`src/rtl/sysl_pkg.sv`:
```
// shared types, constants and the header byte function for the sysex page loader
// no dependencies
`default_nettype none

package sysl_pkg;

   localparam int PAGE_BYTES_DEF = 128;
   localparam int QUEUE_DEPTH    = 4;

   localparam logic [7:0] SYSEX_START = 8'hF0;
   localparam logic [7:0] SYSEX_END   = 8'hF7;
   localparam logic [7:0] STATUS_BIT  = 8'h80;
   localparam logic [6:0] CMD_RESET   = 7'h7F;
   localparam logic [6:0] CMD_PAGE    = 7'h7E;
   localparam logic [6:0] CMD_SUB     = 7'h00;
   localparam int         HDR_LEN     = 6;

   localparam logic [1:0] EV_WORD   = 2'd0;
   localparam logic [1:0] EV_RESET  = 2'd1;
   localparam logic [1:0] EV_REJECT = 2'd2;

   // classified beat handed from front to back
   typedef struct packed {
      logic       is_end;
      logic [3:0] nibble;
      logic       reset_cmd;
      logic       page_cmd;
   } sysl_cmd_type;

   function automatic logic [7:0] hdr_byte(input logic [2:0] pos);
      logic [7:0] v;
      case (pos)
         3'd0: v = SYSEX_START;
         3'd1: v = 8'h00;
         3'd2: v = 8'h21;
         3'd3: v = 8'h02;
         3'd4: v = 8'h00;
         3'd5: v = 8'h09;
         default: v = SYSEX_START;
      endcase
      return v;
   endfunction

endpackage

`default_nettype wire

```
`src/rtl/sysl_if.sv`:
```
// valid/ready channel interfaces for midi beats and loader results
// no dependencies
`default_nettype none

interface sysl_req_if;
   logic       valid;
   logic       ready;
   logic [7:0] midi_byte;
   modport source (output valid, output midi_byte, input ready);
   modport sink (input valid, input midi_byte, output ready);
endinterface

interface sysl_rsp_if;
   logic        valid;
   logic        ready;
   logic [1:0]  event_kind;
   logic [15:0] flash_address;
   logic [15:0] flash_word;
   logic        last_of_run;
   modport source (output valid, output event_kind, output flash_address,
                   output flash_word, output last_of_run, input ready);
   modport sink (input valid, input event_kind, input flash_address,
                 input flash_word, input last_of_run, output ready);
endinterface

`default_nettype wire

```
`src/rtl/sysex_page_loader.sv`:
```
// top level of the sysex page loader: front end, beat queue, back end
// depends on sysl_pkg, sysl_if, sysl_front, sysl_queue, sysl_back
//
// Takes one MIDI byte per req beat and turns SysEx page messages into flash
// word writes, reset requests or rejections on the rsp channel. Every byte is
// accepted while the four-beat queue between front and back has room; the back
// end drains one queued data beat per cycle while no page flush is under way,
// so ordinary bytes then sustain one per cycle. A page flush reads the page
// memory one word at a time, passing through BK_READ and then BK_SEND for each
// word and holding in BK_SEND while the rsp side stalls; during a flush the
// front keeps accepting bytes until the queue is full.
`default_nettype none

module sysex_page_loader
   import sysl_pkg::*;
#(
   parameter int PAGE_BYTES = PAGE_BYTES_DEF
) (
   input  wire logic  clock,
   input  wire logic  reset,
   sysl_req_if.sink   req_chan,
   sysl_rsp_if.source rsp_chan
);

   logic         push;
   sysl_cmd_type push_cmd;
   logic         q_full;
   logic         head_valid;
   sysl_cmd_type head_cmd;
   logic         pop;

   sysl_front u_front (
      .clock    (clock),
      .reset    (reset),
      .req_chan (req_chan),
      .q_full   (q_full),
      .push     (push),
      .push_cmd (push_cmd)
   );

   sysl_queue u_queue (
      .clock      (clock),
      .reset      (reset),
      .push       (push),
      .push_cmd   (push_cmd),
      .full       (q_full),
      .head_valid (head_valid),
      .head_cmd   (head_cmd),
      .pop        (pop)
   );

   sysl_back #(
      .PAGE_BYTES (PAGE_BYTES)
   ) u_back (
      .clock      (clock),
      .reset      (reset),
      .head_valid (head_valid),
      .head_cmd   (head_cmd),
      .pop        (pop),
      .rsp_chan   (rsp_chan)
   );

endmodule

`default_nettype wire

```
`src/rtl/sysl_front.sv`:
```
// front end: drops bytes above F0 other than F7, matches header and command, classifies data
// depends on sysl_pkg and sysl_if
`default_nettype none

module sysl_front
   import sysl_pkg::*;
(
   input  wire logic   clock,
   input  wire logic   reset,
   sysl_req_if.sink    req_chan,
   input  wire logic   q_full,
   output logic        push,
   output sysl_cmd_type push_cmd
);

   typedef enum logic [2:0] {
      PH_HEADER  = 3'b001,
      PH_COMMAND = 3'b010,
      PH_DATA    = 3'b100
   } phase_type;

   phase_type  phase_ff, phase_in;
   logic [2:0] hdr_pos_ff, hdr_pos_in;
   logic [6:0] cmd0_ff, cmd0_in;
   logic       cmd_cnt_ff, cmd_cnt_in;
   logic       reset_cmd_ff, reset_cmd_in;
   logic       page_cmd_ff, page_cmd_in;
   logic       accept;
   logic [7:0] b;

   assign req_chan.ready = !q_full;
   assign accept = req_chan.valid && !q_full;
   assign b = req_chan.midi_byte;

   always_comb begin
      phase_in     = phase_ff;
      hdr_pos_in   = hdr_pos_ff;
      cmd0_in      = cmd0_ff;
      cmd_cnt_in   = cmd_cnt_ff;
      reset_cmd_in = reset_cmd_ff;
      page_cmd_in  = page_cmd_ff;
      push         = 1'b0;
      push_cmd.is_end    = 1'b0;
      push_cmd.nibble    = b[3:0];
      push_cmd.reset_cmd = reset_cmd_ff;
      push_cmd.page_cmd  = page_cmd_ff;
      if (accept && !(b > SYSEX_START && b != SYSEX_END)) begin
         case (phase_ff)
            PH_COMMAND: begin
               if (b < STATUS_BIT) begin
                  if (cmd_cnt_ff) begin
                     cmd_cnt_in   = 1'b0;
                     reset_cmd_in = (cmd0_ff == CMD_RESET) && (b[6:0] == CMD_SUB);
                     page_cmd_in  = (cmd0_ff == CMD_PAGE) && (b[6:0] == CMD_SUB);
                     phase_in     = PH_DATA;
                  end else begin
                     cmd0_in    = b[6:0];
                     cmd_cnt_in = 1'b1;
                  end
               end else begin
                  phase_in   = PH_HEADER;
                  hdr_pos_in = 3'd0;
                  cmd_cnt_in = 1'b0;
               end
            end
            PH_DATA: begin
               if (b < STATUS_BIT) begin
                  push = 1'b1;
               end else if (b == SYSEX_END) begin
                  push            = 1'b1;
                  push_cmd.is_end = 1'b1;
                  phase_in        = PH_HEADER;
                  hdr_pos_in      = 3'd0;
               end
            end
            default: begin
               if (b == hdr_byte(hdr_pos_ff)) begin
                  if (hdr_pos_ff == 3'(HDR_LEN - 1)) begin
                     hdr_pos_in = 3'd0;
                     cmd_cnt_in = 1'b0;
                     phase_in   = PH_COMMAND;
                  end else begin
                     hdr_pos_in = hdr_pos_ff + 3'd1;
                  end
               end else begin
                  hdr_pos_in = 3'd0;
               end
            end
         endcase
      end
   end

   always_ff @(posedge clock) begin
      if (reset) begin
         phase_ff     <= PH_HEADER;
         hdr_pos_ff   <= 3'd0;
         cmd0_ff      <= 7'd0;
         cmd_cnt_ff   <= 1'b0;
         reset_cmd_ff <= 1'b0;
         page_cmd_ff  <= 1'b0;
      end else begin
         phase_ff     <= phase_in;
         hdr_pos_ff   <= hdr_pos_in;
         cmd0_ff      <= cmd0_in;
         cmd_cnt_ff   <= cmd_cnt_in;
         reset_cmd_ff <= reset_cmd_in;
         page_cmd_ff  <= page_cmd_in;
      end
   end

endmodule

`default_nettype wire

```
`src/rtl/sysl_queue.sv`:
```
// short queue of classified beats between front and back
// depends on sysl_pkg
`default_nettype none

module sysl_queue
   import sysl_pkg::*;
(
   input  wire logic   clock,
   input  wire logic   reset,
   input  wire logic   push,
   input  wire sysl_cmd_type push_cmd,
   output logic        full,
   output logic        head_valid,
   output sysl_cmd_type head_cmd,
   input  wire logic   pop
);

   localparam int PW = $clog2(QUEUE_DEPTH);

   sysl_cmd_type     slot_ff [QUEUE_DEPTH];
   logic [PW-1:0]    wr_ptr_ff, wr_ptr_in;
   logic [PW-1:0]    rd_ptr_ff, rd_ptr_in;
   logic [PW:0]      count_ff, count_in;
   logic             do_pop;

   assign full       = (count_ff == (PW+1)'(QUEUE_DEPTH));
   assign head_valid = (count_ff != '0);
   assign head_cmd   = slot_ff[rd_ptr_ff];
   assign do_pop     = pop && head_valid;

   always_comb begin
      wr_ptr_in = push ? wr_ptr_ff + 1'b1 : wr_ptr_ff;
      rd_ptr_in = do_pop ? rd_ptr_ff + 1'b1 : rd_ptr_ff;
      count_in  = count_ff;
      if (push && !do_pop) begin
         count_in = count_ff + 1'b1;
      end else if (do_pop && !push) begin
         count_in = count_ff - 1'b1;
      end
   end

   always_ff @(posedge clock) begin
      if (reset) begin
         wr_ptr_ff <= '0;
         rd_ptr_ff <= '0;
         count_ff  <= '0;
      end else begin
         wr_ptr_ff <= wr_ptr_in;
         rd_ptr_ff <= rd_ptr_in;
         count_ff  <= count_in;
      end
   end

   always_ff @(posedge clock) begin
      if (push) begin
         slot_ff[wr_ptr_ff] <= push_cmd;
      end
   end

endmodule

`default_nettype wire

```
`src/rtl/sysl_back.sv`:
```
// back end: packs nibbles into the page memory, checks length and sum, streams page words or reports a reset or reject
// depends on sysl_pkg and sysl_if
`default_nettype none

module sysl_back
   import sysl_pkg::*;
#(
   parameter int PAGE_BYTES = PAGE_BYTES_DEF
) (
   input  wire logic   clock,
   input  wire logic   reset,
   input  wire logic   head_valid,
   input  wire sysl_cmd_type head_cmd,
   output logic        pop,
   sysl_rsp_if.source  rsp_chan
);

   localparam int WORDS = PAGE_BYTES / 2;
   localparam int AW    = $clog2(WORDS);
   localparam int IW    = $clog2(PAGE_BYTES + 3);
   localparam logic [IW-1:0] IDX_PAGE = IW'(PAGE_BYTES);
   localparam logic [IW-1:0] IDX_FULL = IW'(PAGE_BYTES + 1);
   localparam logic [IW-1:0] IDX_SAT  = IW'(PAGE_BYTES + 2);
   localparam logic [AW-1:0] K_LAST   = AW'(WORDS - 1);

   typedef enum logic [2:0] {
      BK_IDLE = 3'b001,
      BK_READ = 3'b010,
      BK_SEND = 3'b100
   } back_state_type;

   back_state_type state_ff, state_in;
   logic [IW-1:0]  widx_ff, widx_in;
   logic           half_ff, half_in;
   logic           seen_ff, seen_in;
   logic [7:0]     sum_ff, sum_in;
   logic [3:0]     hi_ff, hi_in;
   logic [7:0]     lo_ff, lo_in;
   logic [7:0]     check_ff, check_in;
   logic [AW-1:0]  k_ff, k_in;
   logic [15:0]    page_addr_ff, page_addr_in;

   logic           out_valid_ff, out_valid_in;
   logic [1:0]     kind_ff, kind_in;
   logic [15:0]    addr_ff, addr_in;
   logic [15:0]    word_ff, word_in;
   logic           last_ff, last_in;

   logic [15:0]    mem [WORDS];
   logic [15:0]    rd_data_ff;
   logic           mem_we;
   logic [7:0]     byte_v;
   logic           out_free;
   logic           reset_ok;
   logic           page_ok;

   assign out_free = !out_valid_ff || rsp_chan.ready;
   assign byte_v   = {hi_ff, head_cmd.nibble};
   assign reset_ok = head_cmd.reset_cmd && !seen_ff;
   assign page_ok  = head_cmd.page_cmd && (widx_ff == IDX_FULL) && (check_ff == sum_ff);

   assign rsp_chan.valid         = out_valid_ff;
   assign rsp_chan.event_kind    = kind_ff;
   assign rsp_chan.flash_address = addr_ff;
   assign rsp_chan.flash_word    = word_ff;
   assign rsp_chan.last_of_run   = last_ff;

   always_comb begin
      state_in     = state_ff;
      widx_in      = widx_ff;
      half_in      = half_ff;
      seen_in      = seen_ff;
      sum_in       = sum_ff;
      hi_in        = hi_ff;
      lo_in        = lo_ff;
      check_in     = check_ff;
      k_in         = k_ff;
      page_addr_in = page_addr_ff;
      kind_in      = kind_ff;
      addr_in      = addr_ff;
      word_in      = word_ff;
      last_in      = last_ff;
      out_valid_in = out_valid_ff && !rsp_chan.ready;
      pop          = 1'b0;
      mem_we       = 1'b0;
      case (state_ff)
         BK_IDLE: begin
            if (head_valid && !head_cmd.is_end) begin
               pop     = 1'b1;
               seen_in = 1'b1;
               if (!half_ff) begin
                  hi_in   = head_cmd.nibble;
                  half_in = 1'b1;
               end else begin
                  half_in = 1'b0;
                  if (widx_ff < IDX_PAGE) begin
                     sum_in = sum_ff + byte_v;
                     if (!widx_ff[0]) begin
                        lo_in = byte_v;
                     end else begin
                        mem_we = 1'b1;
                     end
                  end
                  if (widx_ff == IDX_PAGE) begin
                     check_in = byte_v;
                  end
                  if (widx_ff < IDX_SAT) begin
                     widx_in = widx_ff + 1'b1;
                  end
               end
            end else if (head_valid && out_free) begin
               pop     = 1'b1;
               widx_in = '0;
               sum_in  = 8'd0;
               half_in = 1'b0;
               seen_in = 1'b0;
               if (reset_ok || !page_ok) begin
                  out_valid_in = 1'b1;
                  kind_in      = reset_ok ? EV_RESET : EV_REJECT;
                  addr_in      = 16'd0;
                  word_in      = 16'd0;
                  last_in      = 1'b1;
               end else begin
                  k_in     = '0;
                  state_in = BK_READ;
               end
            end
         end
         BK_READ: begin
            state_in = BK_SEND;
         end
         BK_SEND: begin
            if (out_free) begin
               out_valid_in = 1'b1;
               kind_in      = EV_WORD;
               addr_in      = page_addr_ff + 16'({k_ff, 1'b0});
               word_in      = rd_data_ff;
               last_in      = (k_ff == K_LAST);
               if (k_ff == K_LAST) begin
                  page_addr_in = page_addr_ff + 16'(PAGE_BYTES);
                  state_in     = BK_IDLE;
               end else begin
                  k_in     = k_ff + 1'b1;
                  state_in = BK_READ;
               end
            end
         end
         default: state_in = BK_IDLE;
      endcase
   end

   always_ff @(posedge clock) begin
      if (reset) begin
         state_ff     <= BK_IDLE;
         widx_ff      <= '0;
         half_ff      <= 1'b0;
         seen_ff      <= 1'b0;
         sum_ff       <= 8'd0;
         page_addr_ff <= 16'd0;
         out_valid_ff <= 1'b0;
      end else begin
         state_ff     <= state_in;
         widx_ff      <= widx_in;
         half_ff      <= half_in;
         seen_ff      <= seen_in;
         sum_ff       <= sum_in;
         page_addr_ff <= page_addr_in;
         out_valid_ff <= out_valid_in;
      end
   end

   always_ff @(posedge clock) begin
      hi_ff    <= hi_in;
      lo_ff    <= lo_in;
      check_ff <= check_in;
      k_ff     <= k_in;
      kind_ff  <= kind_in;
      addr_ff  <= addr_in;
      word_ff  <= word_in;
      last_ff  <= last_in;
   end

   // page memory, one word per pair of bytes, little endian
   always_ff @(posedge clock) begin
      if (mem_we) begin
         mem[widx_ff[AW:1]] <= {byte_v, lo_ff};
      end
      rd_data_ff <= mem[k_ff];
   end

endmodule

`default_nettype wire

```
`src/flat_wrapper.sv`:
```
// flat-port wrapper written by rule: the top's interface ports become plain ports
module sysex_page_loader_flat import sysl_pkg::*;
#(
   parameter int PAGE_BYTES = PAGE_BYTES_DEF
)
  (clock, reset, req_chan_valid, req_chan_midi_byte, req_chan_ready, rsp_chan_valid, rsp_chan_event_kind, rsp_chan_flash_address, rsp_chan_flash_word, rsp_chan_last_of_run, rsp_chan_ready);
  sysl_req_if req_chan_i ();
  sysl_rsp_if rsp_chan_i ();
  input  wire logic clock;
  input  wire logic reset;
  input wire logic [$bits(req_chan_i.valid)-1:0] req_chan_valid;
  input wire logic [$bits(req_chan_i.midi_byte)-1:0] req_chan_midi_byte;
  output wire logic [$bits(req_chan_i.ready)-1:0] req_chan_ready;
  output wire logic [$bits(rsp_chan_i.valid)-1:0] rsp_chan_valid;
  output wire logic [$bits(rsp_chan_i.event_kind)-1:0] rsp_chan_event_kind;
  output wire logic [$bits(rsp_chan_i.flash_address)-1:0] rsp_chan_flash_address;
  output wire logic [$bits(rsp_chan_i.flash_word)-1:0] rsp_chan_flash_word;
  output wire logic [$bits(rsp_chan_i.last_of_run)-1:0] rsp_chan_last_of_run;
  input wire logic [$bits(rsp_chan_i.ready)-1:0] rsp_chan_ready;
  assign req_chan_i.valid = req_chan_valid;
  assign req_chan_i.midi_byte = req_chan_midi_byte;
  assign req_chan_ready = req_chan_i.ready;
  assign rsp_chan_valid = rsp_chan_i.valid;
  assign rsp_chan_event_kind = rsp_chan_i.event_kind;
  assign rsp_chan_flash_address = rsp_chan_i.flash_address;
  assign rsp_chan_flash_word = rsp_chan_i.flash_word;
  assign rsp_chan_last_of_run = rsp_chan_i.last_of_run;
  assign rsp_chan_i.ready = rsp_chan_ready;
  sysex_page_loader #(.PAGE_BYTES(PAGE_BYTES)) u_core (.clock(clock), .reset(reset), .req_chan(req_chan_i), .rsp_chan(rsp_chan_i));
endmodule
```
`config.mk`:
```
export PLATFORM = sky130hd
export DESIGN_NAME = sysex_page_loader_flat
export DESIGN_NICKNAME = d
export VERILOG_FILES = /design/src/rtl/sysl_pkg.sv /design/src/rtl/sysl_if.sv /design/src/rtl/sysex_page_loader.sv /design/src/rtl/sysl_front.sv /design/src/rtl/sysl_queue.sv /design/src/rtl/sysl_back.sv /design/src/flat_wrapper.sv
export SDC_FILE = /design/constraint.sdc
export NUM_CORES = 1
export LEC_CHECK = 0
export BUFFER_PORTS_ARGS = -buffer_cell sky130_fd_sc_hd__buf_2
export CAP_MARGIN = 20
export CORE_ASPECT_RATIO = 1.4
export CORE_UTILIZATION = 25
export DETAILED_ROUTE_END_ITERATION = 10
export PLACE_DENSITY = 0.36
export SYNTH_ARGS = -nofsm -noshare
export SYNTH_HDL_FRONTEND = slang
export SYNTH_SLANG_ARGS = --single-unit
```
`constraint.sdc`:
```
create_clock -name clock -period 8.15 [get_ports clock]
set_input_delay 0.4075 -clock clock [delete_from_list [all_inputs] [get_ports clock]]
set_output_delay 0.4075 -clock clock [all_outputs]
set_load 0.05 [all_outputs]
```
* Word-level counts from Yosys, hierarchy flattened
Memory sizes are Yosys's and may differ from the RTL's. A register that Yosys moved wholly into a read port is not among the register bits. Cells that the tools add are included.
Word-level totals: flip-flop bits (word level) 122, bits in writable memories 1052, input bits 12, word-level logic and storage cells 218, memories kept 2
Memories:
- u_core.u_back.mem | depth 64, width 16, read ports 1, clocked after Yosys merged registers in 1, write ports 1, RTL line sysl_back.sv:49 | logic [15:0] mem [WORDS];
- u_core.u_queue.slot_ff | depth 4, width 7, read ports 1, clocked after Yosys merged registers in 1, write ports 1, RTL line sysl_queue.sv:20 | sysl_cmd_type slot_ff [QUEUE_DEPTH];
Cells by class: add/subtract/negate cells 10, order comparisons 4, eq/ne operators 33, muxes and demuxes 90, bitwise logic cells 4, reduce and logical (&&, ||, !) cells 51
Operators by type and width (number):
- $mux W16 | 5
- $mux W8 | 9
- $pmux W16 S2 | 2
- $mux W3 | 17
- $mux W1 | 35
- $pmux W8 S4 | 1
- $reduce_and A4 Y1 | 8
- $mux W6 | 5
- $eq A8 B8 Y1 const B | 3
- $lt A8 B8 Y1 const B | 3
- $ne A2 B2 Y1 const B | 10
- $add A16 B7 Y16 | 1
- $add A16 B8 Y16 const B | 1
- $eq A8 B8 Y1 | 2
- $mux W2 | 8
- $eq A3 B3 Y1 const B | 5
- $eq A7 B7 Y1 const B | 2
- $logic_and A1 B1 Y1 | 14
- $eq A3 B2 Y1 const B | 4
- $pmux W3 S2 | 2
- $pmux W6 S2 | 1
- $reduce_and A6 Y1 | 2
- $reduce_and A5 Y1 | 2
- $reduce_bool A2 Y1 | 5
- 23 further kinds | 45

* Logic depth before layout (Yosys ltp)
depth in word-level cells 10, depth in mapped cells 11, gate-level depth less buffers 10

* Cells and area by module
From an unflattened synthesis, not the netlist that was laid out.
Unflattened totals: cells, all modules 2273, area total of the unflattened synthesis 45788.9 µm²
Modules (own cells, without submodules):
- sysl_back | instances 1, cells an instance 2056, area each 43163.9 µm²
- sysl_queue | instances 1, cells an instance 81, area each 1475.2 µm²
- sysl_front | instances 1, cells an instance 136, area each 1149.9 µm²

* Least setup slack after synthesis
Ideal clock, no wire load.
path kind register to register, start point reg with a tool-made name, end point reg u_core.u_back.kind_ff[0] (netlist: u_core.u_back.rsp_chan.event_kind[0]) (enable), library setup time 0.425 ns, arrival 2.778 ns, data required time 7.725 ns, path slack 4.947 ns, cell stages (with the launch flop) 8, clock period less this slack 3.203 ns, cell sequence dfxtp_1 buf_6 mux4_2 nand4_1 or4_1 nor2_1 o21a_1 nor2_1
RTL lines:
- to (signal assigned) | RTL line sysl_back.sv:177 | kind_ff <= kind_in;
- to (decl) | RTL line sysl_back.sv:44 | logic [1:0] kind_ff, kind_in;

==> reports/qor.txt <==
instance area at placement - 49370 µm²
Buffers on Ports - 47
global placement routability congestion - 0.7569
kind of capture point of the worst setup path - register
highest ir drop seen on vdd - 254.8 µV
final critical-path share of the clock period - 50.82%
floorplan core area - 181500 µm²
Top-Level Pins - 49
Main synth FF type - edfxtp_1
number of sinks driven by the clock tree - 1184
Pre-antenna DRT Iters - 7
Avg Cell Area, Syn - 19.97 µm²
worst relative slew slack - 22.80%
standby leakage power - 16.91 nW
area fraction of the dominant cell type after synthesis - 73.15%
amount of wire on met2 after detailed routing - 71900 µm
total count of max-transition violations in the final report - 0
routed vias - 22520
netlist area before placement - 45650 µm²
Setup Fix Bufs, Post-CTS - 0
largest net degree at the start of global routing - 122
final critical-path required period - 4142 ps
drt initial violations - 1504
hold crit path type - input pin to register
Layout Cells excl Fill - 4968
DRC violation count after routing - 0
antenna violations before repair - 5
status - finished, final reports clean
crit path kind - register to register
number of nets produced by synthesis - 2318
Post-Synthesis Cells - 2286
total number of nets in the final design - 2475
count of yosys warnings during synthesis - 0
cell types with the largest area share after synthesis - edfxtp_1, mux4_2, dfxtp_1
depth of the worst hold-timing path - 1
grt ovf - 0
die boundary height - 507.6 µm
nature of the critical path startpoint - register
Yosys top cell by area - edfxtp_1
post-synthesis sequential area ratio - 76.31%
drt via density - 4.533
via count of the first global-routing pass - 23970
clk_lat worst skew - 740 ps
number of distinct library cells after synthesis - 72
starting density of the core - 25.15%
RSZ-0062 raised after global routing - false
slew at the pin closest to its max-slew limit - 1129 ps
average routed wire per standard cell - 26.81 µm
met1 WL - 54350 µm
die area - 184300 µm²
root buffer selected by CTS - clkbuf_16
remaining antenna violation count after routing - 0
CP max-delay cell - a221oi_1
Worst Path Arrival - 4710 ps
placed instance count - 4739
final count of negative-setup-slack endpoints - 0
hold slack final - 78.08 ps
async set-reset flop share out of synthesis - 0%
post-synthesis sequential element count - 1184
Inserted Clock Buffers - 115
cell chain of the critical path - buf_12 > buf_4 > mux4_2 > a22o_1 > a221oi_1 > o221ai_1
wire length reported by the detailed router - 133200 µm
required arrival time at the worst endpoint - 8710 ps
cell count along the critical path - 6
number of max-capacitance violations reported - 0
Critical path buffers and inverters - 2
delay of the slowest critical-path stage - 850 ps
Power Density - 245.0 nW/µm²
Max Buffers Root-to-Sink - 3
number of flops mapped to enable cells by yosys - 1112
Util after Layout - 29.40%
critical-path maximum fanout - 97
top routing layer in use - met4
global router's overall resource usage - 14.54%
floorplan die width - 363.1 µm
total length of routed met3 wires - 4298 µm
setup TNS - 0 ps
Area growth syn-to-layout - 16.87%
final hold viol count - 0
clock skew - 33.93 ps
CTS tree - built
wire length of the first global-routing pass - 188800 µm
estimated wirelength of the detail-placed design - 81870 µm
clock-pin slew on the worst setup and hold paths - 60 ps
total number of H-tree levels - 3
post-route standard cell area excluding fillers - 53350 µm²
cell family with most CP delay - compound AO/OA/AOI/OAI gates
max frequency - 241.5 MHz
r2r worst-path depth - 6
number of placement rows - 185
share of layout cells above drive strength 1 - 25.17%
[cells by family (layout without fill, tap and decap cells)]
kind of cell,count (synthesis),after routing,share of synthesized area (%)
DFF,1184,1184,76.31
and+or+nand+nor,363,363,3.862
muxes,294,294,13.27
AOI/OAI and AO/OA,245,245,3.903
buffers and inverters,143,392,1.381
xor gates and xnor gates,36,36,0.6907
adders and majority gates,20,20,0.5811
other,1,3,0.008215
[cell usage after synthesis (all sizes together) (2+ instances only)]
library cell     n
buf             50
dfxtp           72
o211ai           3
mux4           248
a22oi           58
a21oi           49
nand2           65
a21o             2
or3             13
a211o            4
fa               2
a211oi           8
and3             4
ha              18
a2111oi          3
a221oi          27
edfxtp        1112
nor3b            2
and2            43
mux2i           38
nor4             2
nor3            17
o31ai            3
o311ai           2
xor2            19
a22o            30
xnor2           17
o22ai            5
or4              3
nor2b            8
nand3b           5
a31oi            7
a41oi            2
o21ai           19
nor2           153
mux2             8
inv             25
o221ai          13
nand2b           9
or3b             5
nand3           17
a31o             2
clkbuf          68
nand4           12
[cell type report]
cell class              count  area [µm²]
multi-input cells         959       10330
repair buffers            158        1351
flip-flops and latches   1184       34830
clock buffers             141        3109
fillers                 17890      128100
diodes                      2       5.005
well taps                2431        3042
inverters                  25       93.84
clock inverters            68       580.6
[where the power goes]
| group | switching, mW | internal (mW) | total, mW | leakage (nW) |
|---|---|---|---|---|
| combinational | 0.723 | 0.161 | 0.884 | 4.51 |
| clock | 2.34 | 2.95 | 5.30 | 1.80 |
| sequential | 0.0558 | 6.84 | 6.89 | 10.6 |
| total | 3.12 | 9.95 | 13.1 | 16.9 |
[layout by cell type (no fill, tap or decap), drive strengths merged, types with 9 or more instances in the layout]
master	synthesis	layout
inv	25	29
nor2	153	153
nand2b	9	9
ha	18	18
xnor2	17	17
nand2	65	65
clkinv	0	49
a22o	30	30
a21oi	49	49
nand4	12	12
o221ai	13	13
edfxtp	1112	1112
or3	13	13
and2	43	43
o21ai	19	19
nand3	17	17
dfxtp	72	72
a221oi	27	27
mux4	248	248
buf	50	153
mux2i	38	38
a22oi	58	58
clkbuf	68	141
xor2	19	19
nor3	17	17
[state kept, by name, indices dropped and copies added, names as in the netlist, 9 cells and up, named ones only]
register and flops:
u_core.u_back.mem 1024, u_core.u_queue.slot_ff 28, u_core.u_back.rd_data_ff 16, u_core.u_back.rsp_chan.flash_word 16
u_core.u_back.rsp_chan.flash_address 15, u_core.u_back.page_addr_ff 9
[final timing paths]
kind	start	to	slack (ps)
worst min register to register	u_core.u_back.seen_ff$_SDFFE_PP0N_	u_core.u_back.seen_ff$_SDFFE_PP0N_	490
worst max register to register	u_core.u_back.k_ff[0]$_SDFFCE_PN0P_	u_core.u_back.rd_data_ff[13]$_DFF_P_	4010
worst min-delay path	req_chan_midi_byte[3]	u_core.u_queue.slot_ff[2][5]$_DFFE_PP_	80
worst max-delay path	u_core.u_back.k_ff[0]$_SDFFCE_PN0P_	u_core.u_back.rd_data_ff[13]$_DFF_P_	4010
[routing by layer]
layer  vias up  global-route usage (%)
met2       467                   26.79
met4         0                   3.833
met3       123                   1.720
li1       9682                       -
met1     12250                   17.76
met5         -                       0
[per-stage QoR]
stage / power (mW) / worst slack, ps
2_1_floorplan: 7.575 / 4947
3_3_place_gp: 7.902 / 3525
3_5_place_dp: 7.931 / 3707
4_1_cts: 13.28 / 3672
5_1_grt: 13.50 / 3703
6_report: 13.07 / 4008
[timing repair]
action                                 in CTS  in global routing
endpoints found under the hold margin      14                  0
hold buffers                                5                  0
gates resized for setup                     0                  0
Note: power is estimated with default switching activity, not from simulation.
